[config.mk]
export PLATFORM = sky130hd
export DESIGN_NAME = versioned_queue_unit
export DESIGN_NICKNAME = d
export VERILOG_FILES = /design/src/rtl/vq_pkg.sv /design/src/rtl/vq_version_store.sv /design/src/rtl/vq_node_store.sv /design/src/rtl/versioned_queue_unit.sv
export VERILOG_INCLUDE_DIRS = /design/src /design/src/rtl
export SDC_FILE = /design/constraint.sdc
export NUM_CORES = 2
export LEC_CHECK = 0
export ABC_AREA = 0
export BUFFER_PORTS_ARGS = -buffer_cell sky130_fd_sc_hd__clkbuf_2
export CAP_MARGIN = 5
export CELL_PAD_IN_SITES_DETAIL_PLACEMENT = 0
export CELL_PAD_IN_SITES_GLOBAL_PLACEMENT = 2
export CORE_ASPECT_RATIO = 1.5
export CORE_MARGIN = 5
export CORE_UTILIZATION = 40
export DETAILED_ROUTE_END_ITERATION = 8
export GPL_TIMING_DRIVEN = 0
export PLACE_DENSITY = 0.76
export REMOVE_ABC_BUFFERS = 1
export SLEW_MARGIN = 40
export SYNTH_ARGS = -nofsm -noshare
export SYNTH_HDL_FRONTEND = slang
export SYNTH_SLANG_ARGS = --single-unit
[constraint.sdc]
create_clock -name clk -period 9.05 [get_ports clk]
set_input_delay 1.81 -clock clk [delete_from_list [all_inputs] [get_ports clk]]
set_output_delay 1.81 -clock clk [all_outputs]
set_load 0.05 [all_outputs]
[src/rtl/versioned_queue_unit_assert.svh]
// Assertion macros for the versioned queue unit.
// Depends on a clock named clk and an active-low reset named rst_n in the using scope.
`ifndef VERSIONED_QUEUE_UNIT_ASSERT_SVH
`define VERSIONED_QUEUE_UNIT_ASSERT_SVH
`ifndef SYNTHESIS
`define VQ_ASSERT_IMP(label, ante, cons, msg) \
    label: assert property (@(posedge clk) disable iff (!rst_n) (ante) |-> (cons)) \
        else $error(msg);
`define VQ_ASSERT_NXT(label, ante, cons, msg) \
    label: assert property (@(posedge clk) disable iff (!rst_n) (ante) |=> (cons)) \
        else $error(msg);
`else
`define VQ_ASSERT_IMP(label, ante, cons, msg)
`define VQ_ASSERT_NXT(label, ante, cons, msg)
`endif
`endif

[src/rtl/vq_pkg.sv]
// Shared constants, codes and types of the versioned queue unit.
// Has no dependencies; every module of the unit and the testbench import it.
package vq_pkg;

    localparam int VERSIONS = 64;
    localparam int VALUE_BITS = 32;
    localparam int STORE = 64;
    localparam int IDX_BITS = 6;
    localparam int FIELD_BITS = 32;
    localparam int NODE_BITS = (VALUE_BITS < FIELD_BITS) ? VALUE_BITS : FIELD_BITS;

    typedef logic [IDX_BITS-1:0] idx_t;

    localparam idx_t NEWEST_MAX = IDX_BITS'(VERSIONS - 1);

    typedef enum logic [1:0] {
        KIND_ENQ,
        KIND_DEQ,
        KIND_READ,
        KIND_NONE
    } kind_t;

    typedef enum logic [1:0] {
        STAT_OK,
        STAT_EMPTY,
        STAT_FULL,
        STAT_NO_VERSION
    } status_t;

    typedef struct packed {
        idx_t head;
        idx_t tail;
        logic empty;
    } ver_entry_t;

    typedef struct packed {
        logic       en;
        idx_t       addr;
        ver_entry_t entry;
    } ver_wr_t;

    typedef struct packed {
        logic                 en;
        idx_t                 addr;
        logic [NODE_BITS-1:0] data;
    } node_wr_t;

endpackage

[src/rtl/vq_version_store.sv]
// Version store: head, tail and empty mark of every version in one synchronous memory.
// Depends on vq_pkg. Version zero always reads as the empty queue.
module vq_version_store
    import vq_pkg::*;
(
    input  logic       clk,
    input  idx_t       rd_addr,
    output ver_entry_t rd_entry,
    input  ver_wr_t    wr
);

    ver_entry_t mem [STORE];
    ver_entry_t rd_data_reg;
    logic       rd_zero_reg;

    always_ff @(posedge clk)
    begin
        if (wr.en)
        begin
            mem[wr.addr] <= wr.entry;
        end
        rd_data_reg <= mem[rd_addr];
        rd_zero_reg <= (rd_addr == '0);
    end

    always_comb
    begin
        rd_entry = rd_data_reg;
        if (rd_zero_reg)
        begin
            rd_entry.empty = 1'b1;
        end
    end

endmodule

[src/rtl/vq_node_store.sv]
// Node store: element values of all appended nodes in one synchronous memory.
// Depends on vq_pkg. Read data is widened to the item field width.
module vq_node_store
    import vq_pkg::*;
(
    input  logic                  clk,
    input  idx_t                  rd_addr,
    output logic [FIELD_BITS-1:0] rd_value,
    input  node_wr_t              wr
);

    logic [NODE_BITS-1:0] mem [STORE];
    logic [NODE_BITS-1:0] rd_data_reg;

    always_ff @(posedge clk)
    begin
        if (wr.en)
        begin
            mem[wr.addr] <= wr.data;
        end
        rd_data_reg <= mem[rd_addr];
    end

    assign rd_value = FIELD_BITS'(rd_data_reg);

endmodule

[src/rtl/versioned_queue_unit.sv]
// Top level of the versioned queue unit: command handshake, sequencer and result register.
// Depends on vq_pkg, vq_version_store, vq_node_store and the assertion macro header.
//
// A command is taken when start is high and busy is low. An enqueue, a dequeue, an unused
// kind, or a read that yields a single result reads the version entry as it is taken, then
// updates the stores and registers the result. A read of a version holding elements then
// walks them in order; the node store has one read port and the walk fetches one node per
// cycle. Each result is shown for exactly one cycle with result_strobe high and cannot be
// held off; a read streams its elements on consecutive cycles with last high on the final
// one. No clearing pass is needed after reset.
`include "versioned_queue_unit_assert.svh"

module versioned_queue_unit
    import vq_pkg::*;
(
    input  logic                         clk,
    input  logic                         rst_n,
    input  logic                         start,
    output logic                         busy,
    input  logic [1:0]                   kind,
    input  logic signed [FIELD_BITS-1:0] value,
    input  logic [IDX_BITS-1:0]          version,
    output logic                         result_strobe,
    output logic [1:0]                   status,
    output logic                         has_value,
    output logic signed [FIELD_BITS-1:0] item_value,
    output logic [IDX_BITS-1:0]          newest_version,
    output logic                         last
);

    typedef enum logic [1:0] {
        ST_IDLE,
        ST_EXEC,
        ST_WALK
    } state_t;

    state_t                state_reg, state_next;
    idx_t                  newest_reg, newest_next;
    idx_t                  node_count_reg, node_count_next;
    kind_t                 kind_reg, kind_next;
    logic [FIELD_BITS-1:0] value_reg, value_next;
    logic                  too_new_reg, too_new_next;
    idx_t                  p_reg, p_next;
    idx_t                  t_reg, t_next;
    idx_t                  cnt_reg, cnt_next;
    logic                  strobe_reg, strobe_next;
    status_t               status_reg, status_next;
    logic                  has_reg, has_next;
    logic [FIELD_BITS-1:0] item_reg, item_next;
    logic                  last_reg, last_next;

    logic                  accept;
    logic                  full;
    logic                  end_walk;
    idx_t                  nv;
    idx_t                  ver_rd_addr;
    ver_entry_t            cur;
    ver_wr_t               ver_wr;
    idx_t                  node_rd_addr;
    logic [FIELD_BITS-1:0] node_rd_value;
    node_wr_t              node_wr;

    vq_version_store u_version_store (
        .clk      (clk),
        .rd_addr  (ver_rd_addr),
        .rd_entry (cur),
        .wr       (ver_wr)
    );

    vq_node_store u_node_store (
        .clk      (clk),
        .rd_addr  (node_rd_addr),
        .rd_value (node_rd_value),
        .wr       (node_wr)
    );

    assign accept      = start && (state_reg == ST_IDLE);
    assign full        = (newest_reg >= NEWEST_MAX);
    assign nv          = newest_reg + IDX_BITS'(1);
    assign end_walk    = (p_reg == t_reg) || (cnt_reg == '1);
    assign ver_rd_addr = (kind_t'(kind) == KIND_READ) ? version : newest_reg;

    always_comb
    begin
        state_next      = state_reg;
        newest_next     = newest_reg;
        node_count_next = node_count_reg;
        kind_next       = kind_reg;
        value_next      = value_reg;
        too_new_next    = too_new_reg;
        p_next          = p_reg;
        t_next          = t_reg;
        cnt_next        = cnt_reg;
        strobe_next     = 1'b0;
        status_next     = STAT_OK;
        has_next        = 1'b0;
        item_next       = '0;
        last_next       = 1'b1;
        ver_wr          = '0;
        node_wr         = '0;
        node_rd_addr    = p_reg + IDX_BITS'(1);

        unique case (state_reg)
            ST_IDLE:
            begin
                if (accept)
                begin
                    kind_next    = kind_t'(kind);
                    value_next   = value;
                    too_new_next = (version > newest_reg);
                    state_next   = ST_EXEC;
                end
            end
            ST_EXEC:
            begin
                strobe_next = 1'b1;
                state_next  = ST_IDLE;
                unique case (kind_reg)
                    KIND_ENQ:
                    begin
                        if (full)
                        begin
                            status_next = STAT_FULL;
                        end
                        else
                        begin
                            node_wr.en          = 1'b1;
                            node_wr.addr        = node_count_reg;
                            node_wr.data        = value_reg[NODE_BITS-1:0];
                            ver_wr.en           = 1'b1;
                            ver_wr.addr         = nv;
                            ver_wr.entry.head   = cur.empty ? node_count_reg : cur.head;
                            ver_wr.entry.tail   = node_count_reg;
                            ver_wr.entry.empty  = 1'b0;
                            node_count_next     = node_count_reg + IDX_BITS'(1);
                            newest_next         = nv;
                        end
                    end
                    KIND_DEQ:
                    begin
                        if (cur.empty)
                        begin
                            status_next = STAT_EMPTY;
                        end
                        else if (full)
                        begin
                            status_next = STAT_FULL;
                        end
                        else
                        begin
                            ver_wr.en         = 1'b1;
                            ver_wr.addr       = nv;
                            ver_wr.entry.tail = cur.tail;
                            if (cur.head == cur.tail)
                            begin
                                ver_wr.entry.head  = cur.head;
                                ver_wr.entry.empty = 1'b1;
                            end
                            else
                            begin
                                ver_wr.entry.head  = cur.head + IDX_BITS'(1);
                                ver_wr.entry.empty = 1'b0;
                            end
                            newest_next = nv;
                        end
                    end
                    KIND_READ:
                    begin
                        if (too_new_reg)
                        begin
                            status_next = STAT_NO_VERSION;
                        end
                        else if (!cur.empty)
                        begin
                            strobe_next  = 1'b0;
                            node_rd_addr = cur.head;
                            p_next       = cur.head;
                            t_next       = cur.tail;
                            cnt_next     = '0;
                            state_next   = ST_WALK;
                        end
                    end
                    KIND_NONE:
                    begin
                        status_next = STAT_OK;
                    end
                    default:
                    begin
                        status_next = STAT_OK;
                    end
                endcase
            end
            ST_WALK:
            begin
                strobe_next = 1'b1;
                has_next    = 1'b1;
                item_next   = node_rd_value;
                last_next   = end_walk;
                if (end_walk)
                begin
                    state_next = ST_IDLE;
                end
                else
                begin
                    p_next   = p_reg + IDX_BITS'(1);
                    cnt_next = cnt_reg + IDX_BITS'(1);
                end
            end
            default:
            begin
                state_next = ST_IDLE;
            end
        endcase
    end

    always_ff @(posedge clk or negedge rst_n)
    begin
        if (!rst_n)
        begin
            state_reg      <= ST_IDLE;
            newest_reg     <= '0;
            node_count_reg <= '0;
            kind_reg       <= KIND_NONE;
            value_reg      <= '0;
            too_new_reg    <= 1'b0;
            p_reg          <= '0;
            t_reg          <= '0;
            cnt_reg        <= '0;
            strobe_reg     <= 1'b0;
            status_reg     <= STAT_OK;
            has_reg        <= 1'b0;
            item_reg       <= '0;
            last_reg       <= 1'b0;
        end
        else
        begin
            state_reg      <= state_next;
            newest_reg     <= newest_next;
            node_count_reg <= node_count_next;
            kind_reg       <= kind_next;
            value_reg      <= value_next;
            too_new_reg    <= too_new_next;
            p_reg          <= p_next;
            t_reg          <= t_next;
            cnt_reg        <= cnt_next;
            strobe_reg     <= strobe_next;
            status_reg     <= status_next;
            has_reg        <= has_next;
            item_reg       <= item_next;
            last_reg       <= last_next;
        end
    end

    assign busy           = (state_reg != ST_IDLE);
    assign result_strobe  = strobe_reg;
    assign status         = status_reg;
    assign has_value      = has_reg;
    assign item_value     = item_reg;
    assign newest_version = newest_reg;
    assign last           = last_reg;

    `VQ_ASSERT_NXT(a_walk_continues, result_strobe && !last, result_strobe, "walk stopped early")
    `VQ_ASSERT_IMP(a_error_single, result_strobe && (status != STAT_OK), last && !has_value, "bad error item")
    `VQ_ASSERT_IMP(a_idle_after_last, result_strobe && last, !busy, "busy after final item")
    `VQ_ASSERT_IMP(a_no_value_zero, result_strobe && !has_value, item_value == '0, "stray item value")
    `VQ_ASSERT_NXT(a_accept_busy, start && !busy, busy, "command taken but unit not busy")

endmodule

# After elaboration in Yosys (flattened, before gate mapping)
# Memory sizes are Yosys's and may differ from the RTL's. A register that Yosys moved wholly into a read port is not among the register bits.
# Cells that the tools add are included.
# totals
wordCells,109
in_bits,43
register_bits,105
mem_count,2
out_inout_bits,44
mem_bits_rw,2880
# mem_list
name,words,width,read_ports,rd_clocked_by_memory_dff,write_ports,line_no,rtl
u_node_store.mem,64,32,1,1,1,vq_node_store.sv:12,logic [NODE_BITS-1:0] mem [STORE];
u_version_store.mem,64,13,1,1,1,vq_version_store.sv:12,ver_entry_t mem [STORE];
# classes
n_reduce_logical,14
n_eq_ne,16
bitwise_logic,3
add_sub_neg,5
n_mux,52
n_lt_le_gt_ge,2
# op_table
op,count
$mux W39,3
$mux W6,17
$mux W20,4
$pmux W20 S2,1
$pmux W6 S2,3
$mux W32,1
$add A6 B1 Y6 const B,5
$mux W2,9
$ne A2 B2 Y1 const B,7
$eq A6 B6 Y1,2
$mux W1,11
$eq A2 B2 Y1 const B,4
$pmux W2 S4,1
$eq A6 B6 Y1 const B,1
$ge A6 B6 Y1 const B,1
$gt A6 B6 Y1,1
$logic_not A6 Y1,1
$pmux W2 S3,1
$reduce_and A3 Y1,2
$reduce_bool A2 Y1,3
$reduce_and A5 Y1,1
$eq A2 B1 Y1 const B,2
$logic_not A2 Y1,2
$reduce_and A2 Y1,2
5 further kinds,7

# Logic depth before layout (Yosys ltp)
# logic_depth
ltp_word,8
mapped_depth,14
ltp_nobuf,10

# By module
# From an unflattened synthesis, not the netlist that was laid out.
# unflattened
hier_cells,5380
hier_area_um2,116554.3
# by_module_without_submodules
mod,n_inst,seq_area_each_um2,cells_per_inst,area_each_um2
vq_node_store,1,62139.6,3324,78512.8
vq_version_store,1,25264.2,1530,32601.3
versioned_queue_unit,1,2605.0,526,5440.2

# Worst setup path after synthesis
# OpenSTA, ideal clock, no wires.
# synth_timing
kind,reg-to-reg
from,register newest_reg[0] (netlist: newest_version[0])
to,"memory u_version_store.mem[0][0] in the netlist's numbering, data pin"
arrival_time_ns,3.961
setup_slack_ns,4.409
required_time_ns,8.370
period_less_slack_ns,4.641
path_stages_with_launch,8
path_cell_list,dfrtp_1 > ha_1 > nand3_1 > nor2_1 > nor2_1 > nand3_1 > clkbuf_1 > nor3_1
# synth_lines
item,line_no,rtl
"start, declared",versioned_queue_unit.sv:38,"idx_t newest_reg, newest_next;"
"start signal, assigned",versioned_queue_unit.sv:238,newest_reg <= newest_next;
"end, declared",vq_version_store.sv:12,

# Final worst setup path
# layout_timing
from,input port kind[1]
to,"register, netlist name u_version_store.rd_entry[1]"
# layout_between
elab_chain_cells,2
# layout_lines
item,line_no,rtl
"start, declared",versioned_queue_unit.sv:20,"input logic [1:0] kind,"
$eq A2 B2 Y1,versioned_queue_unit.sv:81,assign ver_rd_addr = (kind_t'(kind) == KIND_READ) ? version : newest_reg;
$mux W6,versioned_queue_unit.sv:81,
# No other way between the ends.
# A chain may end at the register's enable or synchronous reset.

==> flow_summary.ini <==
[outcome]
outcome = finished with violations
violations = antenna rules

[global_routing]
grt_start_max_net_pins = 70
first_pass_grt_wire_length_um = 503000
total_routing_usage_gr_pct = 22.6
antenna_violations_before_repair = 19
grt-ovfl-total = 0
first_global_vias = 69700

[synth]
synth-compound-area-share_pct = 6.22
synth-edff-count = 2880
most_repeated_cell_in_the_gate_level_netlist_after_synthesis = sky130_fd_sc_hd__edfxtp_1
number_of_distinct_library_cells_after_synthesis = 69
synth_area_um2 = 117000
synth.top_cell.area_share_pct = 73.8
ys_top_cells_by_area = sky130_fd_sc_hd__edfxtp_1 74%, sky130_fd_sc_hd__nand2_1 6.9%, sky130_fd_sc_hd__a21oi_1 4.4%
synth_sequential_area_ratio_pct = 76.8
synthMuxAreaShare_pct = 4.80
synthTopCellsByCount = 2880 x sky130_fd_sc_hd__edfxtp_1, 2163 x sky130_fd_sc_hd__nand2_1, 1038 x sky130_fd_sc_hd__a21oi_1
yosys.area_share.adder_pct = 0.171
synth-xor-area-share_pct = 0.262
synth_top_cell_by_area = sky130_fd_sc_hd__edfxtp_1
synth_top_family_by_area = simple AND/OR/NAND/NOR gates
syn_area_per_cell_um2 = 14.6
synth_simple_gate_area_share_pct = 10.0
yosys_register_bits = 3030
synth_flop_cell = sky130_fd_sc_hd__edfxtp_1
asyncSetResetFlopFracSynth_pct = 3.43
instance_count_of_the_mapped_netlist = 8016
ys_warn_count = 0

[sta]
fin_crit_sh_pct = 61.0
worst_slew_pin_slew_ns = 0.875
post-route-min-period_ns = 5.52
maxSlewViolCount = 0
setup_ws_ns = 3.53
final-setup-viol-count = 0
final_hold_vios = 0
rsz0062_at_grt = false
timing.clock.skew_ns = 0.0575
slew_headroom_pct = 41.4
maxClockFrequency_mhz = 181

[routing]
wirelength_um = 353000
detailedRoute.firstPassIterationCount = 5
met2RoutedLength_um = 177000
detail_route.wl_per_cell_um = 28.3
violation_count_after_the_first_detailed_route_iteration = 7020
wirelength_met1_um = 136000
num_vias = 70700
routed_via_density = 5.67
post-route-drc-count = 0
route.antenna.remaining_nets = 1
topRoutingLayerUsed = met5
amount_of_wire_on_met3_after_detailed_routing_um = 23300

[cts]
cts_htree_levels = 5
cts-hold-fix-buffers = 0
clk_transition_reported_paths_ns = 0.06
cts_tree = built
clk_latency_ns = 0.87
clock_sink_count = 3030
post-cts-setup-buffer-count = 0
cts_inserted_buffers = 301
max-clock-path-buffers = 4
clock_tree.root_cell = sky130_fd_sc_hd__clkbuf_16
cts-resized-gates = 0

[pwr]
ir_worst_vdd_uv = 265
total_power_mw = 46.6
power_per_cell_area_nw_per_um2 = 330
total_leakage_power_nw = 48.2

[placement]
numPlacedInstances = 11900
numPortBuffers = 86
routabilityCongestion = 0.779
dp_worst_slack_ns = 2.52
hpwl_um = 235000

[finish]
layout.area.seq_um2 = 90000
stdcell_count = 12500
largest_register_ffs = 2048
largest_registers = u_node_store.mem (2048), u_version_store.mem (832)
final_util_pct = 48.3
footprint_of_the_multi_input_gates_um2 = 26900
syn_to_final_growth_pct = 20.4
largest_register = u_node_store.mem
fill_cells = 24500
final_net_count = 8485
drive_above_1_share_pct = 17.9

[min_path]
worstHoldPathType = reg -> reg
worst_hold_startpoint = u_node_store.rd_value[7]$_DFF_P_

[critical_path]
critical-path-slowest-cell = sky130_fd_sc_hd__mux2i_4
crit_family = buffers and inverters
cp_class = in -> reg
crit_path_frequent_cell = sky130_fd_sc_hd__buf_8
r2r_start = kind_reg[1]$_DFFE_PN1P_
path_max_fanout = 16
critical_path.startpoint_type = input port
largest_incremental_delay_on_the_critical_path_ns = 0.60
critPathArrivalTime_ns = 6.29
cp.buffers_inverters = 11
timing.critical_path.required_ns = 9.82
timing.critical_path.from = kind[1]
setup.worst_path.end_class = flop
timing.reg2reg.setup_slack_ns = 4.10
critical_path.cell_chain = clkbuf_2, nor2b_4, mux2i_4, buf_8, buf_8, buf_8, buf_6, buf_6, buf_6, buf_8, buf_6, buf_8, buf_8, mux4_2, nand2_1, and3_1, a31oi_1, o22ai_1, nor2_1

[floorplan]
die-area_um2 = 304000
num_io_pins = 87
die_height_um = 673
die_width_um = 452
start_util_pct = 40.2
floorplan.core_area_um2 = 292000
rows = 243

[run]
maxCapViolCount = 0
-- final timing paths --
kind,cells after the start,to
setup / recovery,19,u_version_store.rd_entry[1]$_DFF_P_
min in group asynchronous,1,item_value[13]$_DFF_PN0_
hold reg to reg,1,item_value[7]$_DFF_PN0_
max in group asynchronous,3,value_reg[20]$_DFFE_PN0P_
setup reg to reg,15,u_node_store.rd_value[9]$_DFF_P_
hold / removal,1,item_value[7]$_DFF_PN0_
-- cell type report --
| type | count | share of cell area (%) |
|---|---|---|
| antenna | 15 | 0.0266 |
| clock buffer | 382 | 5.90 |
| clock inverter | 156 | 0.945 |
| inverter | 16 | 0.0426 |
| multi-input combinational | 4490 | 19.0 |
| sequential | 3030 | 63.8 |
| tap | 3797 | 3.37 |
| timing repair buffer | 587 | 6.90 |
-- stage by stage --
stage	setup TNS (ns)	hold slack, ns	cell area [um^2]
6_report	0	0.431	141000
5_1_grt	0	0.450	141000
3_3_place_gp	-	0.425	120000
2_1_floorplan	-560.79	0.419	115000
3_5_place_dp	0	0.424	131000
4_1_cts	0	0.439	141000
-- layout by cell type (no fill, tap or decap), types with 56 or more instances in the layout --
| master | count |
|---|---|
| sky130_fd_sc_hd__a21oi_1 | 1031 |
| sky130_fd_sc_hd__clkinv_1 | 57 |
| sky130_fd_sc_hd__nor4_1 | 248 |
| sky130_fd_sc_hd__buf_8 | 188 |
| sky130_fd_sc_hd__edfxtp_1 | 2880 |
| sky130_fd_sc_hd__nor2_1 | 56 |
| sky130_fd_sc_hd__buf_16 | 150 |
| sky130_fd_sc_hd__nand2_1 | 2152 |
| sky130_fd_sc_hd__mux4_2 | 212 |
| sky130_fd_sc_hd__buf_12 | 78 |
| sky130_fd_sc_hd__o22ai_1 | 127 |
| sky130_fd_sc_hd__nor2_4 | 118 |
| sky130_fd_sc_hd__clkbuf_2 | 85 |
| sky130_fd_sc_hd__clkbuf_16 | 317 |
| sky130_fd_sc_hd__dfrtp_1 | 102 |
-- report_power, final --
part	switching, mW	internal [mW]	total (mW)
clock	5.28	7.14	12.4
combinational	11.4	5.89	17.3
sequential	0.387	16.5	16.9
total	17.1	29.5	46.6
-- routing by layer --
layer  vias up  GRT usage, %
li1      30800             -
met1     36500          28.9
met2      2812          38.8
met3       606          3.29
met4        10          9.35
met5         -             0
-- logic make-up (layout without fill, tap and decap cells) --
group,after synthesis,in the layout
AO/OA/AOI/OAI,1335,1335
buffers and inverters,496,1141
AND/OR/NAND/NOR,2813,2813
adder cells (fa/ha/maj),16,16
multiplexers,291,291
flip-flops,3030,3030
XOR/XNOR,35,35
other,0,15
(Power assumes the default switching activity.)
